**config.mk**
```make
export PLATFORM = sky130hd
export DESIGN_NAME = best_worst_fit_allocator_unit
export DESIGN_NICKNAME = d
export VERILOG_FILES = /design/src/sv/bwfa_pkg.sv /design/src/sv/best_worst_fit_allocator_unit.sv /design/src/sv/bwfa_ram.sv
export SDC_FILE = /design/constraint.sdc
export NUM_CORES = 1
export LEC_CHECK = 0
export BUFFER_PORTS_ARGS = -buffer_cell sky130_fd_sc_hd__buf_4
export CAP_MARGIN = 15
export CORE_MARGIN = 2
export CORE_UTILIZATION = 45
export CTS_BUF_LIST = sky130_fd_sc_hd__clkbuf_8
export DETAILED_ROUTE_END_ITERATION = 7
export GPL_ROUTABILITY_DRIVEN = 0
export PLACE_DENSITY = 0.62
export SLEW_MARGIN = 20
export SYNTH_ARGS = -nofsm -noshare
export SYNTH_HDL_FRONTEND = slang
export SYNTH_SLANG_ARGS = --single-unit
export TNS_END_PERCENT = 1
```
**constraint.sdc**
```tcl
create_clock -name clock -period 6.45 [get_ports clock]
set_clock_uncertainty 0.05 [all_clocks]
set_input_delay 1.6125 -clock clock [delete_from_list [all_inputs] [get_ports clock]]
set_output_delay 1.6125 -clock clock [all_outputs]
set_load 0.1 [all_outputs]
```
**src/sv/bwfa_pkg.sv**
```systemverilog
// bwfa_pkg: types and fixed field constants of the best/worst fit allocator
// no dependencies; imported by best_worst_fit_allocator_unit and the testbench

package bwfa_pkg;

   localparam int INDEX_BITS    = 4;
   localparam int AMOUNT_BITS   = 16;
   localparam int ACTIVE_BITS   = 5;
   localparam int TDATA_BITS    = 24;
   localparam int CSR_ADDR_BITS = 3;
   localparam int CSR_DATA_BITS = 32;

   localparam logic [ACTIVE_BITS-1:0] ACTIVE_RESET = 5'd16;

   // request kinds carried on tuser
   localparam logic TYPE_LOAD  = 1'b0;
   localparam logic TYPE_ALLOC = 1'b1;

   // register select taken from paddr[2]
   localparam logic CSR_SEL_FIT_MODE = 1'b0;
   localparam logic CSR_SEL_ACTIVE   = 1'b1;

   typedef enum logic [1:0] {
      ST_IDLE,
      ST_SCAN,
      ST_DONE
   } state_type;

endpackage

```
**src/sv/best_worst_fit_allocator_unit.sv**
```systemverilog
// best_worst_fit_allocator_unit: capacity table with best/worst fit allocation
// depends on bwfa_pkg and bwfa_ram
//
//   channel   direction  handshake             contents
//   req_*     in         tvalid/tready         tuser kind, tdata block index and amount
//   rsp_*     out        tvalid/tready         tuser granted, tdata block and capacity left
//   csr_*     in         psel/penable/pready   fit mode, active block count
//
// a load answers in the cycle after it is taken; an allocate answers once the scan,
// reading one table entry per cycle through the ram read port, has passed the
// active blocks and the chosen entry is written back in ST_DONE.
// reset clears per-entry valid bits at once, so there is no clearing pass.
// a waiting response does not hold up a scan; a new request is taken only
// while the response register is free or being emptied in the same cycle.

module best_worst_fit_allocator_unit
   import bwfa_pkg::*;
#(
   parameter int NUM_BLOCKS = 16,
   parameter int SIZE_BITS  = 16
) (
   input  logic                     clock,
   input  logic                     reset,
   input  logic                     req_tvalid,
   output logic                     req_tready,
   input  logic [TDATA_BITS-1:0]    req_tdata,   // [3:0] block_index, [19:4] amount
   input  logic                     req_tuser,   // [0] req_type
   output logic                     rsp_tvalid,
   input  logic                     rsp_tready,
   output logic [TDATA_BITS-1:0]    rsp_tdata,   // [3:0] chosen_block, [19:4] capacity_left
   output logic                     rsp_tuser,   // [0] granted
   input  logic                     csr_psel,
   input  logic                     csr_penable,
   input  logic                     csr_pwrite,
   input  logic [CSR_ADDR_BITS-1:0] csr_paddr,
   input  logic [CSR_DATA_BITS-1:0] csr_pwdata,
   output logic [CSR_DATA_BITS-1:0] csr_prdata,
   output logic                     csr_pready
);

   localparam int IW = (NUM_BLOCKS > 1) ? $clog2(NUM_BLOCKS) : 1;
   localparam int LW = $clog2(NUM_BLOCKS + 1);

   state_type state_ff, state_in;

   logic                   fit_mode_ff, fit_mode_in;
   logic [ACTIVE_BITS-1:0] active_ff, active_in;
   logic [NUM_BLOCKS-1:0]  valid_ff, valid_in;

   logic [LW-1:0]          rd_idx_ff, rd_idx_in;
   logic                   cmp_valid_ff, cmp_valid_in;
   logic [IW-1:0]          cmp_idx_ff, cmp_idx_in;
   logic                   cmp_ok_ff, cmp_ok_in;
   logic [SIZE_BITS-1:0]   amt_ff, amt_in;
   logic                   found_ff, found_in;
   logic [IW-1:0]          pick_ff, pick_in;
   logic [SIZE_BITS-1:0]   pick_cap_ff, pick_cap_in;

   logic                   rsp_valid_ff, rsp_valid_in;
   logic                   rsp_granted_ff, rsp_granted_in;
   logic [INDEX_BITS-1:0]  rsp_block_ff, rsp_block_in;
   logic [AMOUNT_BITS-1:0] rsp_cap_ff, rsp_cap_in;

   logic                   rd_en;
   logic [IW-1:0]          rd_addr;
   logic [SIZE_BITS-1:0]   rd_data;
   logic                   wr_en;
   logic [IW-1:0]          wr_addr;
   logic [SIZE_BITS-1:0]   wr_data;

   logic [LW-1:0]          limit;
   logic                   csr_write;
   logic                   req_fire;
   logic                   out_free;
   logic [INDEX_BITS-1:0]  req_index;
   logic [SIZE_BITS-1:0]   req_amount;

   assign req_index  = req_tdata[INDEX_BITS-1:0];
   assign req_amount = SIZE_BITS'(req_tdata[INDEX_BITS +: AMOUNT_BITS]);
   assign limit      = (32'(active_ff) > NUM_BLOCKS) ? LW'(NUM_BLOCKS) : LW'(active_ff);
   assign out_free   = !rsp_valid_ff || rsp_tready;
   assign req_tready = (state_ff == ST_IDLE) && out_free;
   assign req_fire   = req_tvalid && req_tready;

   bwfa_ram #(
      .WIDTH (SIZE_BITS),
      .DEPTH (NUM_BLOCKS)
   ) u_cap_ram (
      .clock   (clock),
      .wr_en   (wr_en),
      .wr_addr (wr_addr),
      .wr_data (wr_data),
      .rd_en   (rd_en),
      .rd_addr (rd_addr),
      .rd_data (rd_data)
   );

   // configuration registers
   assign csr_pready = 1'b1;
   assign csr_write  = csr_psel && csr_penable && csr_pwrite && csr_pready;

   always_comb begin
      fit_mode_in = fit_mode_ff;
      active_in   = active_ff;
      if (csr_write) begin
         unique case (csr_paddr[2])
            CSR_SEL_FIT_MODE: fit_mode_in = csr_pwdata[0];
            CSR_SEL_ACTIVE:   active_in   = csr_pwdata[ACTIVE_BITS-1:0];
            default:          ;
         endcase
      end
   end

   always_comb begin
      unique case (csr_paddr[2])
         CSR_SEL_FIT_MODE: csr_prdata = CSR_DATA_BITS'(fit_mode_ff);
         CSR_SEL_ACTIVE:   csr_prdata = CSR_DATA_BITS'(active_ff);
         default:          csr_prdata = '0;
      endcase
   end

   // sequencer: load, scan one entry per cycle, write back and respond
   always_comb begin
      logic [SIZE_BITS-1:0] cur_cap;
      logic                 fits;
      logic                 better;

      cur_cap = cmp_ok_ff ? rd_data : '0;
      fits    = cur_cap >= amt_ff;
      better  = fit_mode_ff ? (pick_cap_ff <= cur_cap) : (pick_cap_ff >= cur_cap);

      state_in       = state_ff;
      rd_idx_in      = rd_idx_ff;
      cmp_valid_in   = 1'b0;
      cmp_idx_in     = rd_idx_ff[IW-1:0];
      cmp_ok_in      = valid_ff[rd_idx_ff[IW-1:0]];
      amt_in         = amt_ff;
      found_in       = found_ff;
      pick_in        = pick_ff;
      pick_cap_in    = pick_cap_ff;
      rsp_valid_in   = rsp_valid_ff && !rsp_tready;
      rsp_granted_in = rsp_granted_ff;
      rsp_block_in   = rsp_block_ff;
      rsp_cap_in     = rsp_cap_ff;
      rd_en          = 1'b0;
      rd_addr        = rd_idx_ff[IW-1:0];
      wr_en          = 1'b0;
      wr_addr        = pick_ff;
      wr_data        = pick_cap_ff - amt_ff;
      valid_in       = valid_ff;

      unique case (state_ff)
         ST_IDLE: begin
            if (req_fire) begin
               if (req_tuser == TYPE_ALLOC) begin
                  amt_in    = req_amount;
                  rd_idx_in = '0;
                  found_in  = 1'b0;
                  state_in  = ST_SCAN;
               end else begin
                  rsp_valid_in = 1'b1;
                  if (32'(req_index) < NUM_BLOCKS) begin
                     wr_en          = 1'b1;
                     wr_addr        = IW'(req_index);
                     wr_data        = req_amount;
                     rsp_granted_in = 1'b1;
                     rsp_block_in   = req_index;
                     rsp_cap_in     = AMOUNT_BITS'(req_amount);
                  end else begin
                     rsp_granted_in = 1'b0;
                     rsp_block_in   = '0;
                     rsp_cap_in     = '0;
                  end
               end
            end
         end
         ST_SCAN: begin
            if (rd_idx_ff < limit) begin
               rd_en        = 1'b1;
               cmp_valid_in = 1'b1;
               rd_idx_in    = rd_idx_ff + LW'(1);
            end
            if (cmp_valid_ff && fits && (!found_ff || better)) begin
               found_in    = 1'b1;
               pick_in     = cmp_idx_ff;
               pick_cap_in = cur_cap;
            end
            if (!(rd_idx_ff < limit) && !cmp_valid_ff) begin
               state_in = ST_DONE;
            end
         end
         ST_DONE: begin
            if (out_free) begin
               rsp_valid_in = 1'b1;
               state_in     = ST_IDLE;
               if (found_ff) begin
                  wr_en          = 1'b1;
                  rsp_granted_in = 1'b1;
                  rsp_block_in   = INDEX_BITS'(pick_ff);
                  rsp_cap_in     = AMOUNT_BITS'(wr_data);
               end else begin
                  rsp_granted_in = 1'b0;
                  rsp_block_in   = '0;
                  rsp_cap_in     = '0;
               end
            end
         end
         default: state_in = ST_IDLE;
      endcase

      if (wr_en) begin
         valid_in[wr_addr] = 1'b1;
      end
   end

   always_ff @(posedge clock) begin
      if (reset) begin
         state_ff     <= ST_IDLE;
         fit_mode_ff  <= 1'b0;
         active_ff    <= ACTIVE_RESET;
         valid_ff     <= '0;
         cmp_valid_ff <= 1'b0;
         rsp_valid_ff <= 1'b0;
      end else begin
         state_ff     <= state_in;
         fit_mode_ff  <= fit_mode_in;
         active_ff    <= active_in;
         valid_ff     <= valid_in;
         cmp_valid_ff <= cmp_valid_in;
         rsp_valid_ff <= rsp_valid_in;
      end
   end

   always_ff @(posedge clock) begin
      rd_idx_ff      <= rd_idx_in;
      cmp_idx_ff     <= cmp_idx_in;
      cmp_ok_ff      <= cmp_ok_in;
      amt_ff         <= amt_in;
      found_ff       <= found_in;
      pick_ff        <= pick_in;
      pick_cap_ff    <= pick_cap_in;
      rsp_granted_ff <= rsp_granted_in;
      rsp_block_ff   <= rsp_block_in;
      rsp_cap_ff     <= rsp_cap_in;
   end

   assign rsp_tvalid = rsp_valid_ff;
   assign rsp_tuser  = rsp_granted_ff;
   assign rsp_tdata  = TDATA_BITS'({rsp_cap_ff, rsp_block_ff});

   a_read_in_range: assert property (@(posedge clock) disable iff (reset)
      rd_en |-> (state_ff == ST_SCAN) && (rd_idx_ff < limit))
      else $error("table read beyond active blocks");

   a_pick_fits: assert property (@(posedge clock) disable iff (reset)
      (state_ff == ST_DONE) && found_ff |-> pick_cap_ff >= amt_ff)
      else $error("chosen block smaller than request");

   a_pick_active: assert property (@(posedge clock) disable iff (reset)
      (state_ff == ST_DONE) && found_ff |-> 32'(pick_ff) < 32'(limit))
      else $error("chosen block outside active range");

   a_alloc_scans: assert property (@(posedge clock) disable iff (reset)
      req_fire && (req_tuser == TYPE_ALLOC) |=> state_ff == ST_SCAN)
      else $error("allocate request did not start a scan");

   a_write_not_in_scan: assert property (@(posedge clock) disable iff (reset)
      wr_en |-> state_ff != ST_SCAN)
      else $error("table written during scan");

endmodule

```
**src/sv/bwfa_ram.sv**
```systemverilog
// bwfa_ram: generic single write, single read memory with registered read data
// no dependencies

module bwfa_ram #(
   parameter int WIDTH = 16,
   parameter int DEPTH = 16
) (
   input  logic                                       clock,
   input  logic                                       wr_en,
   input  logic [((DEPTH > 1) ? $clog2(DEPTH) : 1)-1:0] wr_addr,
   input  logic [WIDTH-1:0]                           wr_data,
   input  logic                                       rd_en,
   input  logic [((DEPTH > 1) ? $clog2(DEPTH) : 1)-1:0] rd_addr,
   output logic [WIDTH-1:0]                           rd_data
);

   logic [WIDTH-1:0] mem_ff [DEPTH];
   logic [WIDTH-1:0] rd_data_ff;

   always_ff @(posedge clock) begin
      if (wr_en) begin
         mem_ff[wr_addr] <= wr_data;
      end
      if (rd_en) begin
         rd_data_ff <= mem_ff[rd_addr];
      end
   end

   assign rd_data = rd_data_ff;

endmodule

```
Word-level counts from Yosys, hierarchy flattened
Memory sizes are Yosys's and may differ from the RTL's. A register that Yosys moved wholly into a read port is not among the register bits.
Cells that the tools add are included.
- output and inout bits: 60
- bits of input ports: 67
- bits in registers: 94
- memories: 1
- bits in latches: 0
- ROM bits: 0
- bits in writable memories: 256
- logic and storage cells: 119
- memories (memory ; depth ; bits a word ; rd ports ; clocked after Yosys merged registers in ; write ports ; line ; source):
    u_cap_ram.mem_ff ; 16 ; 16 ; 1 ; 1 ; 1 ; bwfa_ram.sv:17 ; logic [WIDTH-1:0] mem_ff [DEPTH];
- $add $sub $neg: 2
- equality and inequality tests: 9
- $mul: 0
- bitwise gates (word level): 2
- multiplexer cells: 54
- reduce and logical (&&, ||, !) cells: 27
- div/mod/pow operators: 0
- magnitude comparators: 8
- shifts and indexed selects: 0
- operator list (cell ; number):
    $mux W16 ; 8
    $pmux W32 S2 ; 1
    $ge A16 B16 Y1 ; 2
    $pmux W16 S2 ; 1
    $mux W4 ; 7
    $mux W1 ; 20
    $mux W5 ; 4
    $le A16 B16 Y1 ; 1
    $or A16 B16 Y16 ; 1
    $reduce_and A4 Y1 ; 4
    $sub A16 B16 Y16 ; 1
    $ne A2 B2 Y1 const B ; 7
    $lt A4 B5 Y1 const B ; 2
    $pmux W5 S2 ; 1
    $logic_and A1 B1 Y1 ; 9
    $mux W2 ; 4
    $pmux W1 S2 ; 4
    $pmux W4 S2 ; 1
    $pmux W2 S3 ; 1
    $reduce_and A2 Y1 ; 3
    $add A5 B1 Y5 const B ; 1
    $gt A5 B5 Y1 const B ; 1
    $logic_not A1 Y1 ; 5
    $lt A5 B5 Y1 ; 1
    10 further kinds ; 12

Depth between registers and ports, before layout
- depth after elaboration: 11
- gate-level depth with buffers: 11
- gate-level depth less buffers: 10

Hierarchy
From an unflattened synthesis, not the netlist that was laid out.
- cells, all modules: 1027
- area, all modules: 15857.7 sq um
- by module, submodules not included (module ; cells each ; area an instance (sq um) ; instances):
    bwfa_ram ; 432 ; 10202.3 ; 1
    best_worst_fit_allocator_unit ; 595 ; 5655.4 ; 1

Least setup slack after synthesis
Ideal clock, no wire load.
- kind: input-to-output
- from: input csr_paddr[2]
- to: output csr_prdata[0]
- path slack: 0.907 ns
- data required time: 4.787 ns
- cell stages on the path: 2
- data arrival time: 3.881 ns
- cells stage by stage: clkbuf_1 -> o21ai_0
- longest elaborated chain between the ends: 2
- RTL lines (item ; line ; source):
    start: declaration ; best_worst_fit_allocator_unit.sv:35 ; input logic [CSR_ADDR_BITS-1:0] csr_paddr,
    $not A1 Y1 (no line) ; -- ;
    $pmux W32 S2 * ; best_worst_fit_allocator_unit.sv:115 ; unique case (csr_paddr[2])
    end: declaration ; best_worst_fit_allocator_unit.sv:37 ; output logic [CSR_DATA_BITS-1:0] csr_prdata,
Mark *: on every way between the ends. The rest lies on a longest branch, timed or not. The select of a mux whose other input is x is not followed.

Worst setup path in the final report
- from: input rsp_tready
- to: output req_tready
- longest elaborated chain between the ends: 2
- RTL lines (item ; line ; source):
    start: declaration ; best_worst_fit_allocator_unit.sv:29 ; input logic rsp_tready,
    $logic_or A1 B1 Y1 ; best_worst_fit_allocator_unit.sv:81 ; assign out_free = !rsp_valid_ff || rsp_tready;
    $logic_and A1 B1 Y1 ; best_worst_fit_allocator_unit.sv:82 ; assign req_tready = (state_ff == ST_IDLE) && out_free;
    end: declaration ; best_worst_fit_allocator_unit.sv:25 ; output logic req_tready,
Every way passes these cells.

==> metrics.csv <==
metric,value,unit
status,completed,
synth_top_area_cell,edfxtp_1,
postCtsHoldBufs,0,
slew_headroom,36.98,%
root_buffer,clkbuf_8,
fin_crit_sh,62.32,%
synth_common_cells,"edfxtp_1, mux4_2, nand2_1",
arrival,2.36,ns
cp-start-kind,input pin,
hold_violations,0,
cts_tree,yes,
overflow,0,
fin_crit,4.020,ns
cts_sinks,366,
cts_inserted_buffers,59,
dieArea,0.03679,sq mm
hold_end,pick_ff[3]$_DFFE_PP_,
cts_setup_buffers,0,
core,0.03463,sq mm
drv_cap,0,
synth_cells,979,
first_global_vias,8703,
hold_path_class,register to register,
fin_hold_ws,0.3478,ns
port_buffers,61,
grt_max_degree,73,
syn_area_per_cell,16.21,sq um
synth_top_area_share,63.38,%
vias,8746,
setup_slack,2.430,ns
r2r-end,pick_cap_ff[11]$_DFFE_PP_,
place_hpwl,21410,um
crit_fanout,4,
slew_viol_final,0,
min_from,cmp_idx_ff[3]$_DFF_P_,
die_width,191.8,um
cts_max_level,2,
worstReg2RegStart,cmp_ok_ff$_DFF_P_,
critPathRequiredTime,4.79,ns
pin_count,127,
firstDrtPassIters,5,
async_flop_share,0,%
reg2reg_depth,9,
final_nets,1210,
nFillCells,2811,
drc,0,
vdd_drop_max,143.7,uV
max_freq,248.8,MHz
synth_edf_count,335,
finalWirelength,33810,um
die_h,191.8,um
wl_per_cell,21.24,um
synth_top_cells_by_area,"edfxtp_1, mux4_2, ha_1",
rsz0062_at_grt,no,
clk_pin_slew,0.06,ns
antenna_found_initial,0,
min_path_cells,0,
crit_type,input pin to output port,
via_per_inst,5.494,
p_leak,0.006416,uW
pre_cts_slack,2.181,ns
diodes,0,
start_util,45.83,%
gr-usage-all-layers,18.78,%
cts.repair.resized,0,
fin_setup_tns,0,ns
r2r_slack,2.95,ns
power_density,285.8,mW/mm^2
yosys_most_used_dff,edfxtp_1,
area_delta_synth_final,13.54,%
tightest_slew,0.9453,ns
ys_ff_latch,366,
synth-seq-area-share,67.29,%
drt-initial-drc-count,589,
grt_pass1_wl,51360,um
clockBufferDepth,3,
ys_types,66,
yosysMostFrequentCell,edfxtp_1,
worstSetupEndpointType,output port,
drive_above_1_share,24.98,%
finalSetupViolCount,0,
rows,68,
clk_latency,0.60,ns
syn_area,0.01587,sq mm
synth_warnings,0,
drtAntennaViolNets,0,
[logic make-up (layout without fill, tap and decap cells)]
| group | Yosys count | after routing | synth area share, % |
|---|---|---|---|
| AO/OA/AOI/OAI | 148 | 148 | 5.889 |
| flip-flops | 366 | 366 | 67.29 |
| AND/OR/NAND/NOR | 190 | 190 | 5.589 |
| buffers and inverters | 117 | 245 | 3.918 |
| other | 2 | 32 | 0.04732 |
| XOR/XNOR | 16 | 16 | 0.8830 |
| multiplexers | 89 | 89 | 12.31 |
| adder cells (fa/ha/maj) | 51 | 51 | 4.068 |
[per-layer routing]
layer,global-route usage (%),up-vias,wire [um]
li1,-,3983,-
met2,31.24,297,16450
met3,3.837,59,2046
met1,25.28,4407,14640
met5,0,-,0
met4,5.030,0,676
[per-stage QoR]
step	total power, uW	cells	utilization (%)	instance area [sq um]
final	5150	1592	52.04	18020
after global routing	5349	1592	52.04	18020
after CTS	5203	1592	51.99	18000
after detailed placement	3308	1486	48.76	16880
after global placement	3299	1486	48.67	16850
after floorplan	3171	1009	-	15980
[worst max path at each step]
stage,startpoint,end,slack [ns],cells past startpoint
finish,rsp_tready,req_tready,2.43,4
global route,rsp_tready,req_tready,2.35,4
CTS,rsp_tready,req_tready,2.43,4
detailed placement,rsp_tready,u_cap_ram.mem_ff[1][11]$_DFFE_PP_,2.18,6
global placement,rsp_tready,u_cap_ram.mem_ff[14][10]$_DFFE_PP_,1.96,7
floorplan,csr_paddr[2],csr_prdata[0],0.91,2
[where the power goes]
part	internal, uW	switching [uW]	total (uW)	leakage, uW
registers	2680	15.9	2690	0.00328
clock network	1010	884	1890	0.000635
logic	169	395	564	0.00250
total	3860	1290	5150	0.00642
[critical path, cell delays in order]
cell     delay (ns)
buf_4          0.11
nor2b_1        0.27
nor3_1         0.11
buf_4          0.25
[layout by cell type (no fill, tap or decap), types with 4 or more instances in the layout]
| cell type | instances |
|---|---|
| a211oi_1 | 4 |
| a21oi_1 | 41 |
| a21oi_2 | 5 |
| a31oi_1 | 6 |
| and2_1 | 8 |
| buf_4 | 91 |
| clkbuf_8 | 62 |
| clkinv_1 | 17 |
| clkinv_2 | 5 |
| conb_1 | 32 |
| dfxtp_1 | 31 |
| edfxtp_1 | 335 |
| ha_1 | 50 |
| inv_1 | 63 |
| mux2i_1 | 4 |
| mux4_2 | 85 |
| nand2_1 | 65 |
| nand2b_1 | 6 |
| nand3_1 | 12 |
| nand4_1 | 5 |
| nor2_1 | 47 |
| nor2_2 | 10 |
| nor2_4 | 6 |
| nor2b_1 | 5 |
| nor3_1 | 4 |
| o21a_1 | 7 |
| o21ai_0 | 42 |
| o31a_1 | 4 |
| xnor2_1 | 9 |
| xor2_1 | 7 |
[area by class of cell]
class / count / area, sq um / area share, %
sequential: 366 / 10680 / 59.27
multi-input combinational: 526 / 4771 / 26.47
clock buffer: 62 / 853.3 / 4.735
timing repair buffer: 92 / 703.2 / 3.902
tap: 455 / 569.3 / 3.159
clock inverter: 44 / 267.8 / 1.486
inverter: 47 / 176.4 / 0.9790
[state kept, by name (all words and copies together), names as in the netlist]
register and count:
rsp_tuser 1, u_cap_ram.rd_data 16, rsp_block_ff 4, rsp_cap_ff 16
found_ff 1, cmp_ok_ff 1, amt_ff 16, rsp_tvalid 1
state_ff 2, u_cap_ram.mem_ff 256, valid_ff 16, active_ff 5
cmp_idx_ff 4, cmp_valid_ff 1, fit_mode_ff 1, pick_ff 4
pick_cap_ff 16, rd_idx_ff 5
Note: power is estimated with default switching activity, not from simulation.
